## config.mk

```make
export PLATFORM = sky130hd
export DESIGN_NAME = letter_colon_number_command_parser_core_flat
export DESIGN_NICKNAME = d
export VERILOG_FILES = /design/src/sv/lcn_pkg.sv /design/src/sv/lcn_if.sv /design/src/sv/lcn_in_stage.sv /design/src/sv/lcn_line_parse.sv /design/src/sv/letter_colon_number_command_parser_core.sv /design/src/flat_wrapper.sv
export SDC_FILE = /design/constraint.sdc
export NUM_CORES = 1
export LEC_CHECK = 0
export BUFFER_PORTS_ARGS = -buffer_cell sky130_fd_sc_hd__buf_2
export CAP_MARGIN = 25
export CORE_ASPECT_RATIO = 1.4
export CORE_MARGIN = 2
export CORE_UTILIZATION = 55
export DETAILED_ROUTE_END_ITERATION = 12
export PLACE_DENSITY = 0.74
export SETUP_SLACK_MARGIN = 0.2
export SLEW_MARGIN = 20
export SYNTH_ARGS = -nofsm -noshare
export SYNTH_HDL_FRONTEND = slang
export SYNTH_SLANG_ARGS = --single-unit
```

## constraint.sdc

```tcl
create_clock -name clk_i -period 4.8 [get_ports clk_i]
set_clock_uncertainty 0.05 [all_clocks]
set_input_delay 0.24 -clock clk_i [delete_from_list [all_inputs] [get_ports clk_i]]
set_output_delay 0.24 -clock clk_i [all_outputs]
set_load 0.005 [all_outputs]
```

## src/sv/lcn_pkg.sv

```systemverilog
`default_nettype none

package lcn_pkg;

  localparam int unsigned ByteW    = 8;
  localparam int unsigned LinePosW = 4;
  localparam int unsigned TargetW  = 3;
  localparam int unsigned ValueW   = 36;

  localparam logic [ByteW-1:0]  NewlineByte = 8'h0A;
  localparam logic [ByteW-1:0]  ColonByte   = 8'h3A;
  localparam logic [ValueW-1:0] DigitZero   = 36'd48;

  localparam logic [ByteW-1:0] LetterQ = 8'h51;
  localparam logic [ByteW-1:0] LetterW = 8'h57;
  localparam logic [ByteW-1:0] LetterP = 8'h50;
  localparam logic [ByteW-1:0] LetterI = 8'h49;
  localparam logic [ByteW-1:0] LetterD = 8'h44;

  typedef enum logic [TargetW-1:0] {
    TgtSetpoint   = 3'd0,
    TgtMotorSpeed = 3'd1,
    TgtKp         = 3'd2,
    TgtKi         = 3'd3,
    TgtKd         = 3'd4
  } target_e;

  // Staged input item handed from the input register to the parser.
  typedef struct packed {
    logic             valid;
    logic [ByteW-1:0] rx_byte;
  } item_t;

  // Line state exported for checking at the top level.
  typedef struct packed {
    logic                take;
    logic                newline;
    logic [LinePosW-1:0] line_pos;
    logic                too_long;
  } status_t;

endpackage

`default_nettype wire

```

## src/sv/lcn_if.sv

```systemverilog
`default_nettype none

interface lcn_byte_if;
  import lcn_pkg::*;

  logic             valid;
  logic             ready;
  logic [ByteW-1:0] rx_byte;

  modport source (output valid, output rx_byte, input ready);
  modport sink   (input valid, input rx_byte, output ready);
endinterface

interface lcn_cmd_if;
  import lcn_pkg::*;

  logic                     valid;
  logic                     ready;
  logic [TargetW-1:0]       target;
  logic signed [ValueW-1:0] value;

  modport source (output valid, output target, output value, input ready);
  modport sink   (input valid, input target, input value, output ready);
endinterface

`default_nettype wire

```

## src/sv/lcn_in_stage.sv

```systemverilog
`default_nettype none

module lcn_in_stage (
  input  wire logic          clk_i,
  input  wire logic          rst_ni,
  lcn_byte_if.sink           rx_i,
  input  wire logic          down_ready_i,
  output lcn_pkg::item_t     item_o
);
  import lcn_pkg::*;

  logic             valid_q, valid_d;
  logic [ByteW-1:0] byte_q, byte_d;
  logic             load;

  // Refill the register whenever it is empty or its item moves on.
  assign rx_i.ready = !valid_q || down_ready_i;
  assign load       = rx_i.valid && rx_i.ready;

  always_comb begin
    valid_d = valid_q;
    byte_d  = byte_q;
    if (load) begin
      valid_d = 1'b1;
      byte_d  = rx_i.rx_byte;
    end else if (down_ready_i) begin
      valid_d = 1'b0;
    end
  end

  always_ff @(posedge clk_i or negedge rst_ni) begin
    if (!rst_ni) begin
      valid_q <= 1'b0;
    end else begin
      valid_q <= valid_d;
    end
  end

  always_ff @(posedge clk_i) begin
    byte_q <= byte_d;
  end

  assign item_o.valid   = valid_q;
  assign item_o.rx_byte = byte_q;

endmodule

`default_nettype wire

```

## src/sv/lcn_line_parse.sv

```systemverilog
`default_nettype none

module lcn_line_parse #(
  parameter int unsigned LINE_MAX = 12
) (
  input  wire logic          clk_i,
  input  wire logic          rst_ni,
  input  wire lcn_pkg::item_t item_i,
  output logic               ready_o,
  lcn_cmd_if.source          res_o,
  output lcn_pkg::status_t   status_o
);
  import lcn_pkg::*;

  localparam logic [LinePosW-1:0] PosLimit = LinePosW'(LINE_MAX - 1);

  logic [LinePosW-1:0] pos_q, pos_d;
  logic [ByteW-1:0]    letter_q, letter_d;
  logic                sep_q, sep_d;
  logic [ValueW-1:0]   acc_q, acc_d;
  logic                long_q, long_d;

  logic                res_v_q, res_v_d;
  logic [TargetW-1:0]  res_tgt_q, res_tgt_d;
  logic [ValueW-1:0]   res_val_q, res_val_d;

  logic                take;
  logic                is_nl;
  logic                letter_ok;
  target_e             tgt;
  logic [ValueW-1:0]   acc_next;
  logic [ValueW-1:0]   byte_ext;

  // Only advance when the result register can take a new result.
  assign ready_o = !res_v_q || res_o.ready;
  assign take    = item_i.valid && ready_o;
  assign is_nl   = (item_i.rx_byte == NewlineByte);

  always_comb begin
    letter_ok = 1'b1;
    tgt       = TgtSetpoint;
    case (letter_q)
      LetterQ: tgt = TgtSetpoint;
      LetterW: tgt = TgtMotorSpeed;
      LetterP: tgt = TgtKp;
      LetterI: tgt = TgtKi;
      LetterD: tgt = TgtKd;
      default: letter_ok = 1'b0;
    endcase
  end

  // value * 10 as two shifts, plus the offset of the byte from '0', mod 2^36
  assign byte_ext = {{(ValueW-ByteW){1'b0}}, item_i.rx_byte};
  assign acc_next = (acc_q << 3) + (acc_q << 1) + byte_ext - DigitZero;

  always_comb begin
    pos_d     = pos_q;
    letter_d  = letter_q;
    sep_d     = sep_q;
    acc_d     = acc_q;
    long_d    = long_q;
    res_v_d   = res_v_q && !res_o.ready;
    res_tgt_d = res_tgt_q;
    res_val_d = res_val_q;
    if (take) begin
      if (is_nl) begin
        if (!long_q && pos_q >= LinePosW'(2) && sep_q && letter_ok) begin
          res_v_d   = 1'b1;
          res_tgt_d = tgt;
          res_val_d = acc_q;
        end
        pos_d    = '0;
        letter_d = '0;
        sep_d    = 1'b0;
        acc_d    = '0;
        long_d   = 1'b0;
      end else if (!long_q) begin
        if (pos_q >= PosLimit) begin
          // Drop the rest of the line up to its newline.
          long_d = 1'b1;
        end else begin
          case (pos_q)
            LinePosW'(0): letter_d = item_i.rx_byte;
            LinePosW'(1): sep_d    = (item_i.rx_byte == ColonByte);
            default:      acc_d    = acc_next;
          endcase
          pos_d = pos_q + LinePosW'(1);
        end
      end
    end
  end

  always_ff @(posedge clk_i or negedge rst_ni) begin
    if (!rst_ni) begin
      pos_q    <= '0;
      letter_q <= '0;
      sep_q    <= 1'b0;
      acc_q    <= '0;
      long_q   <= 1'b0;
      res_v_q  <= 1'b0;
    end else begin
      pos_q    <= pos_d;
      letter_q <= letter_d;
      sep_q    <= sep_d;
      acc_q    <= acc_d;
      long_q   <= long_d;
      res_v_q  <= res_v_d;
    end
  end

  always_ff @(posedge clk_i) begin
    res_tgt_q <= res_tgt_d;
    res_val_q <= res_val_d;
  end

  assign res_o.valid  = res_v_q;
  assign res_o.target = res_tgt_q;
  assign res_o.value  = res_val_q;

  assign status_o.take     = take;
  assign status_o.newline  = is_nl;
  assign status_o.line_pos = pos_q;
  assign status_o.too_long = long_q;

endmodule

`default_nettype wire

```

## src/sv/letter_colon_number_command_parser_core.sv

```systemverilog
// Channel  Dir  Payload                        Accepted when
// rx_i     in   rx_byte[7:0]                   rx_i.valid && rx_i.ready
// res_o    out  target[2:0], value[35:0] s     res_o.valid && res_o.ready
//
// One byte per cycle sustained while res_o is not stalled. A byte is registered
// in the input register on entry and parsed once the parser takes it; its
// result, if any, is loaded into the result register. Reset clears the line
// state and both valid flags. A stalled result holds the parser and, once the
// input register is full, rx_i.ready drops in the same cycle.
`default_nettype none

module letter_colon_number_command_parser_core #(
  parameter int unsigned LINE_MAX = 12
) (
  input  wire logic clk_i,
  input  wire logic rst_ni,
  lcn_byte_if.sink  rx_i,
  lcn_cmd_if.source res_o
);
  import lcn_pkg::*;

  localparam logic [LinePosW-1:0] PosLimit = LinePosW'(LINE_MAX - 1);

  item_t   item;
  logic    parse_ready;
  status_t status;

  lcn_in_stage u_in_stage (
    .clk_i        (clk_i),
    .rst_ni       (rst_ni),
    .rx_i         (rx_i),
    .down_ready_i (parse_ready),
    .item_o       (item)
  );

  lcn_line_parse #(
    .LINE_MAX (LINE_MAX)
  ) u_line_parse (
    .clk_i    (clk_i),
    .rst_ni   (rst_ni),
    .item_i   (item),
    .ready_o  (parse_ready),
    .res_o    (res_o),
    .status_o (status)
  );

  a_res_from_newline: assert property (@(posedge clk_i) disable iff (!rst_ni)
    $rose(res_o.valid) |-> $past(status.take && status.newline))
    else $error("result appeared without a parsed newline");

  a_pos_bounded: assert property (@(posedge clk_i) disable iff (!rst_ni)
    status.line_pos <= PosLimit)
    else $error("line position beyond limit");

  a_long_at_limit: assert property (@(posedge clk_i) disable iff (!rst_ni)
    status.too_long |-> status.line_pos == PosLimit)
    else $error("overlong flag set before the line filled");

  a_newline_clears: assert property (@(posedge clk_i) disable iff (!rst_ni)
    status.take && status.newline |=> status.line_pos == '0 && !status.too_long)
    else $error("newline did not clear the line state");

endmodule

`default_nettype wire
```

## src/flat_wrapper.sv

```systemverilog
// flat-port wrapper written by rule: the top's interface ports become plain ports
module letter_colon_number_command_parser_core_flat import lcn_pkg::*;
#(
  parameter int unsigned LINE_MAX = 12
)
  (clk_i, rst_ni, rx_i_valid, rx_i_rx_byte, rx_i_ready, res_o_valid, res_o_target, res_o_value, res_o_ready);
  lcn_byte_if rx_i_i ();
  lcn_cmd_if res_o_i ();
  input  wire logic clk_i;
  input  wire logic rst_ni;
  input wire logic [$bits(rx_i_i.valid)-1:0] rx_i_valid;
  input wire logic [$bits(rx_i_i.rx_byte)-1:0] rx_i_rx_byte;
  output wire logic [$bits(rx_i_i.ready)-1:0] rx_i_ready;
  output wire logic [$bits(res_o_i.valid)-1:0] res_o_valid;
  output wire logic [$bits(res_o_i.target)-1:0] res_o_target;
  output wire logic [$bits(res_o_i.value)-1:0] res_o_value;
  input wire logic [$bits(res_o_i.ready)-1:0] res_o_ready;
  assign rx_i_i.valid = rx_i_valid;
  assign rx_i_i.rx_byte = rx_i_rx_byte;
  assign rx_i_ready = rx_i_i.ready;
  assign res_o_valid = res_o_i.valid;
  assign res_o_target = res_o_i.target;
  assign res_o_value = res_o_i.value;
  assign res_o_i.ready = res_o_ready;
  letter_colon_number_command_parser_core #(.LINE_MAX(LINE_MAX)) u_core (.clk_i(clk_i), .rst_ni(rst_ni), .rx_i(rx_i_i), .res_o(res_o_i));
endmodule
```

# --- Word-level counts from Yosys, hierarchy flattened ---
# Index checks and enable logic that the tools add are counted.
word_totals:
  ff_bits: 99
  latch_bits: 0
  ram_bits: 0
  mem_bits_ro: 0
  inputBits: 12
  out_inout_bits: 41
  elab_cells: 75
  n_memories: 0
op_classes:
  add_sub_neg: 4
  multipliers: 0
  n_div: 0
  n_lt_le_gt_ge: 2
  eq_ne: 11
  shifts: 0
  n_mux: 25
  bitwise_logic: 0
  n_reduce_logical: 23
op_table:
  columns: ["op", "n"]
  rows:
  - ["36-bit 2-to-1 mux", 4]
  - ["8-bit by 7-bit equality test with 1-bit output, second input constant", 5]
  - ["36-bit adder", 1]
  - ["36-bit by 8-bit adder with 36-bit output", 1]
  - ["36-bit by 6-bit subtractor with 36-bit output, second input constant", 1]
  - ["8-bit 2-to-1 mux", 4]
  - ["1-bit 2-to-1 mux", 13]
  - ["4-bit 2-to-1 mux", 3]
  - ["3-bit case mux with 4 select lines", 1]
  - ["4-bit AND reduction", 3]
  - ["8-bit by 4-bit equality test with 1-bit output, second input constant", 1]
  - ["8-bit by 6-bit equality test with 1-bit output, second input constant", 1]
  - ["1-bit logical AND", 6]
  - ["3-bit AND reduction", 2]
  - ["2-bit nonzero test", 3]
  - ["5-bit OR reduction", 1]
  - ["4-bit by 1-bit adder with 4-bit output, second input constant", 1]
  - ["4-bit by 1-bit equality test with 1-bit output, second input constant", 1]
  - ["4-bit by 2-bit greater-or-equal comparator with 1-bit output, second input constant", 1]
  - ["4-bit greater-or-equal comparator, second input constant", 1]
  - ["1-bit logical NOT", 4]
  - ["4-bit logical NOT", 1]
  - ["2-bit by 1-bit != test with 1-bit output, second input constant", 2]
  - ["1-bit logical OR", 2]
  - ["2 further kinds", 2]

# --- Longest topological paths before layout ---
depth:
  word_depth: 7
  mapped_depth: 14
  depth_no_buf: 14

# --- Cells and area by module ---
# From an unflattened synthesis, not the netlist that was laid out.
unflattened:
  hier_cells: 707
  area_unflattened_um2: 6776.5
modules_own_cells:
  columns: ["module", "instances", "cells_per_inst", "area_per_inst_um2", "seq_area_each_um2"]
  rows:
  - ["lcn_line_parse", 1, 694, 6475.0, 2447.3]
  - ["lcn_in_stage", 1, 13, 301.5, 265.3]

# --- Worst setup path before layout ---
# Ideal clock, no wire load.
synth_timing:
  path_type: "register to register"
  from: "reg u_core.u_line_parse.acc_q[0]"
  to: "reg u_core.u_line_parse.acc_q[35]"
  setup_ns: 0.129
  arrival_time_ns: 3.433
  required_time_ns: 4.621
  path_slack_ns: 1.188
  path_stages_with_launch: 15
  path_buffers: 0
  synth_period_minus_slack_ns: 3.612
  cell_sequence: "dfrtp_1 > inv_1 > fa_1 > inv_1 > ha_1 > ha_1 > fa_1 > a211oi_2 > o211ai_2 > a41oi_2 > a21oi_2 > o41ai_4 > o41a_1 > xnor2_1 > o21ai_1"
synth_via:
  elab_chain_cells: 7
synth_lines:
  columns: ["element", "line", "source"]
  rows:
  - ["from (decl)", "lcn_line_parse.sv:20", "logic [ValueW-1:0] acc_q, acc_d;"]
  - ["from (signal assigned)", "lcn_line_parse.sv:98", "acc_q <= '0;"]
  - ["from (signal assigned)", "lcn_line_parse.sv:105", "acc_q <= acc_d;"]
  - ["36-bit adder", "lcn_line_parse.sv:54", "assign acc_next = (acc_q << 3) + (acc_q << 1) + byte_ext - DigitZero;"]
  - ["36-bit by 8-bit adder with 36-bit output", "lcn_line_parse.sv:54", null]
  - ["36-bit by 6-bit subtractor with 36-bit output", "lcn_line_parse.sv:54", null]
  - ["36-bit 2-to-1 mux", "lcn_line_parse.sv:82", "case (pos_q)"]
  - ["36-bit 2-to-1 mux", "lcn_line_parse.sv:78", "if (pos_q >= PosLimit) begin"]
  - ["36-bit 2-to-1 mux", "lcn_line_parse.sv:77", "end else if (!long_q) begin"]
  - ["36-bit 2-to-1 mux", "lcn_line_parse.sv:66", "if (is_nl) begin"]
# No other way between the ends. The select of a mux whose other input is x is not followed.
# A chain may end at the register's enable or synchronous reset.

# --- Worst setup path after layout ---
layout_timing:
  from: "reg u_core.u_line_parse.acc_q[0]"
  to: "reg u_core.u_line_parse.acc_q[29]"
# Same word-level chain as after synthesis.

==> impl_metrics.toml <==
[outcome]
status = "completed"

[clocking]
ctsRootBufferMaster = "clkbuf_16"
tritoncts = "yes"
h-tree-depth = 3
cts_resized = 0
clk_pin_slew_ns = 0.07
clock_path_buffers = 2
worstSkewPairLatency_ns = 0.35
postCtsSetupBuffers = 0
ctsHoldBuffers = 1
cts_made_buffers = 9
cts.sinks = 99

[routing]
drtPass1Iterations = 5
post_drt_via_cell_ratio = 5.72
routedWlPerCell_um = 15.6
drcViolationCount = 0
detail-route-antenna-nets = 0
routed-via-count = 4934
drt_wl_total_um = 13500
drt_iter0_markers = 195

[synth]
synth_xor_xnor_area_share_pct = 4.02
synth_ff_type = "dfrtp_1"
synth_area_mm2 = 0.00654
ys_ff_latch = 99
synth_cell_types = 62
synth_edf_count = 47
syn_area_per_cell_um2 = 9.94
synth_top_family_by_area = "adder cells"
seq_area_frac_synth_pct = 41.5
synthMuxAreaShare_pct = 1.63
synth_fp_nets = 774
synth-compound-area-share_pct = 14.9
synthSimpleGateAreaFrac_pct = 10.2
netlist_instances = 658
yosysWarnings = 0
synthArstFlopShare_pct = 52.5
synthAdderAreaFrac_pct = 20.6

[place]
post_dp_cell_area_mm2 = 0.00695
dp_hpwl_um = 9900
place.gp.congestion = 0.891
portBuffers = 52
dp_slack_ns = 0.814

[global_routing]
grt_pass1_vias = 5093
track_usage_pct = 22.9
grt_max_degree = 53
grt-ovfl-total = 0
antenna_found_initial = 0
grt_pass1_wl_um = 22800

[critical_path]
crit_fanout = 5
crit_required_ns = 4.96
endpoint_kind = "flip-flop"
worst_ep_arrival_time_ns = 4.21
startpoint_type = "flip-flop"
worstSetupPathType = "reg2reg"

[sta]
post-route-period-util_pct = 84.3
worst_pin_slew_ns = 0.721
rsz0062_at_grt = "false"
setup_viol = 0
drv_slew = 0
post-route-min-period_ns = 4.05
fmax_mhz = 247
setup_ws_ns = 0.754
hold_violations = 0
fin_setup_tns_ns = 0
relSlewSlack_pct = 51.9

[cells_and_area]
nNetsFinal = 826
antenna_cells = 0
final_common_cell = "inv_1"
utilization_pct = 62.4
drive_above_1_share_pct = 12.9
mostFrequentLayoutCells = "inv_1, ha_1, nand2_1"
final_area_mm2 = 0.00730
syn2layout_area_growth_pct = 11.6

[floorplanning]
die_y_um = 133
rows = 47
die_w_um = 96.2
initial_core_util_pct = 55.9
ios = 53
dieArea_mm2 = 0.0128
fp.coreArea_mm2 = 0.0117

[job]
maxCapViolCount = 0

[hold_path]
hold_class = "in2reg"
kinds of logic (layout without fill, tap and decap cells):
logic type | count (synthesis) | after routing
fa+ha+maj | 104 | 104
xor+xnor | 30 | 30
flops | 99 | 99
mux | 10 | 10
buf+inv | 126 | 183
simple gates | 143 | 143
compound gates | 146 | 146
cell type report:
type                            instances  area, µm²
Multi-Input combinational cell        433       3360
Sequential cell                        99       2710
Inverter                              111        417
Tap cell                              147        184
Fill cell                             967       4400
Clock inverter                          6       87.6
Clock buffer                           10        239
Timing Repair Buffer                   56        305
synthesized netlist by cell type, drive strengths merged, types with 2 or more instances:
cell      n  area [µm²]
and2      2        12.5
xnor2    21         184
o31a      2        17.5
a22oi     2        15.0
a21o      5        38.8
clkbuf   14        53.8
nor2b     2        12.5
o21ai    46         234
o21bai    7        52.6
ha       98        1230
nor3      8        51.3
o21a      3        22.5
nand4     7        43.8
a31oi     2        12.5
a22o      7        61.3
nand3b    3        22.5
and4      2        17.5
nand2b    4        25.0
nor4b     2        17.5
o211ai    4        35.0
nand2    68         255
edfxtp   47        1410
fa        6         120
nor2     28         108
or2       3        18.8
dfrtp    52        1300
mux2      5        56.3
xor2      9        78.8
a21oi    41         213
mux2i     5        50.1
o31ai     8        60.1
nand3    10        50.1
inv     111         417
a41oi     3        33.8
o41ai     5        70.1
per-layer routing:
layer | part of all wire, % | global-route usage (%)
met5 | 0 | 0
met4 | 3.1 | 10.1
met3 | 3.5 | 4.33
met2 | 55 | 41.2
met1 | 38 | 25.5
through the flow:
| step | cells | hold WS (ns) |
|---|---|---|
| finish | 862 | 0.0134 |
| global route | 862 | 0.00386 |
| CTS | 861 | 0.00653 |
| detailed placement | 844 | 0.369 |
| global placement | 844 | 0.366 |
| floorplan | 658 | -0.106 |
flip-flops by register name, summed over array words and instances, names as in the netlist:
signal                            flops
u_core.u_in_stage.byte_q              8
u_core.u_line_parse.res_o.target      3
u_core.u_line_parse.res_o.value      36
u_core.u_line_parse.res_o.valid       1
u_core.u_line_parse.acc_q            36
u_core.u_line_parse.long_q            1
u_core.u_in_stage.valid_q             1
u_core.u_line_parse.sep_q             1
u_core.u_line_parse.pos_q             4
u_core.u_line_parse.letter_q          8
path summary, 6_finish.rpt:
| check | startpoint | endpoint | slack [ns] | depth (start not counted) |
|---|---|---|---|---|
| min in group asynchronous | rst_ni | u_core.u_in_stage.valid_q | 0.49 | 3 |
| max in group asynchronous | rst_ni | u_core.u_line_parse.acc_q[1] | 3.71 | 3 |
| setup / recovery | u_core.u_line_parse.acc_q[0] | u_core.u_line_parse.acc_q[29] | 0.75 | 14 |
| hold reg to reg | u_core.u_line_parse.acc_q[35] | u_core.u_line_parse.res_o.value[35] | 0.42 | 0 |
| setup reg to reg | u_core.u_line_parse.acc_q[0] | u_core.u_line_parse.acc_q[29] | 0.75 | 14 |
| hold / removal | rx_i_rx_byte[4] | u_core.u_in_stage.byte_q[4] | 0.01 | 1 |
worst max-delay path, cell delays in order (launching register included):
cell and delay, ns:
dfrtp_1 0.40, inv_1 0.08, fa_1 0.53, inv_1 0.04, ha_1 0.28, ha_1 0.22, fa_1 0.45, a211oi_2 0.30
o211ai_2 0.12, a41oi_2 0.34, a21oi_2 0.14, o41ai_4 0.49, o21ai_0 0.22, xnor2_1 0.16, o21ai_0 0.08
Power is left out: the tool's default activity adds up to more than one toggle a clock period on the data nets, which glitch-free logic cannot reach.
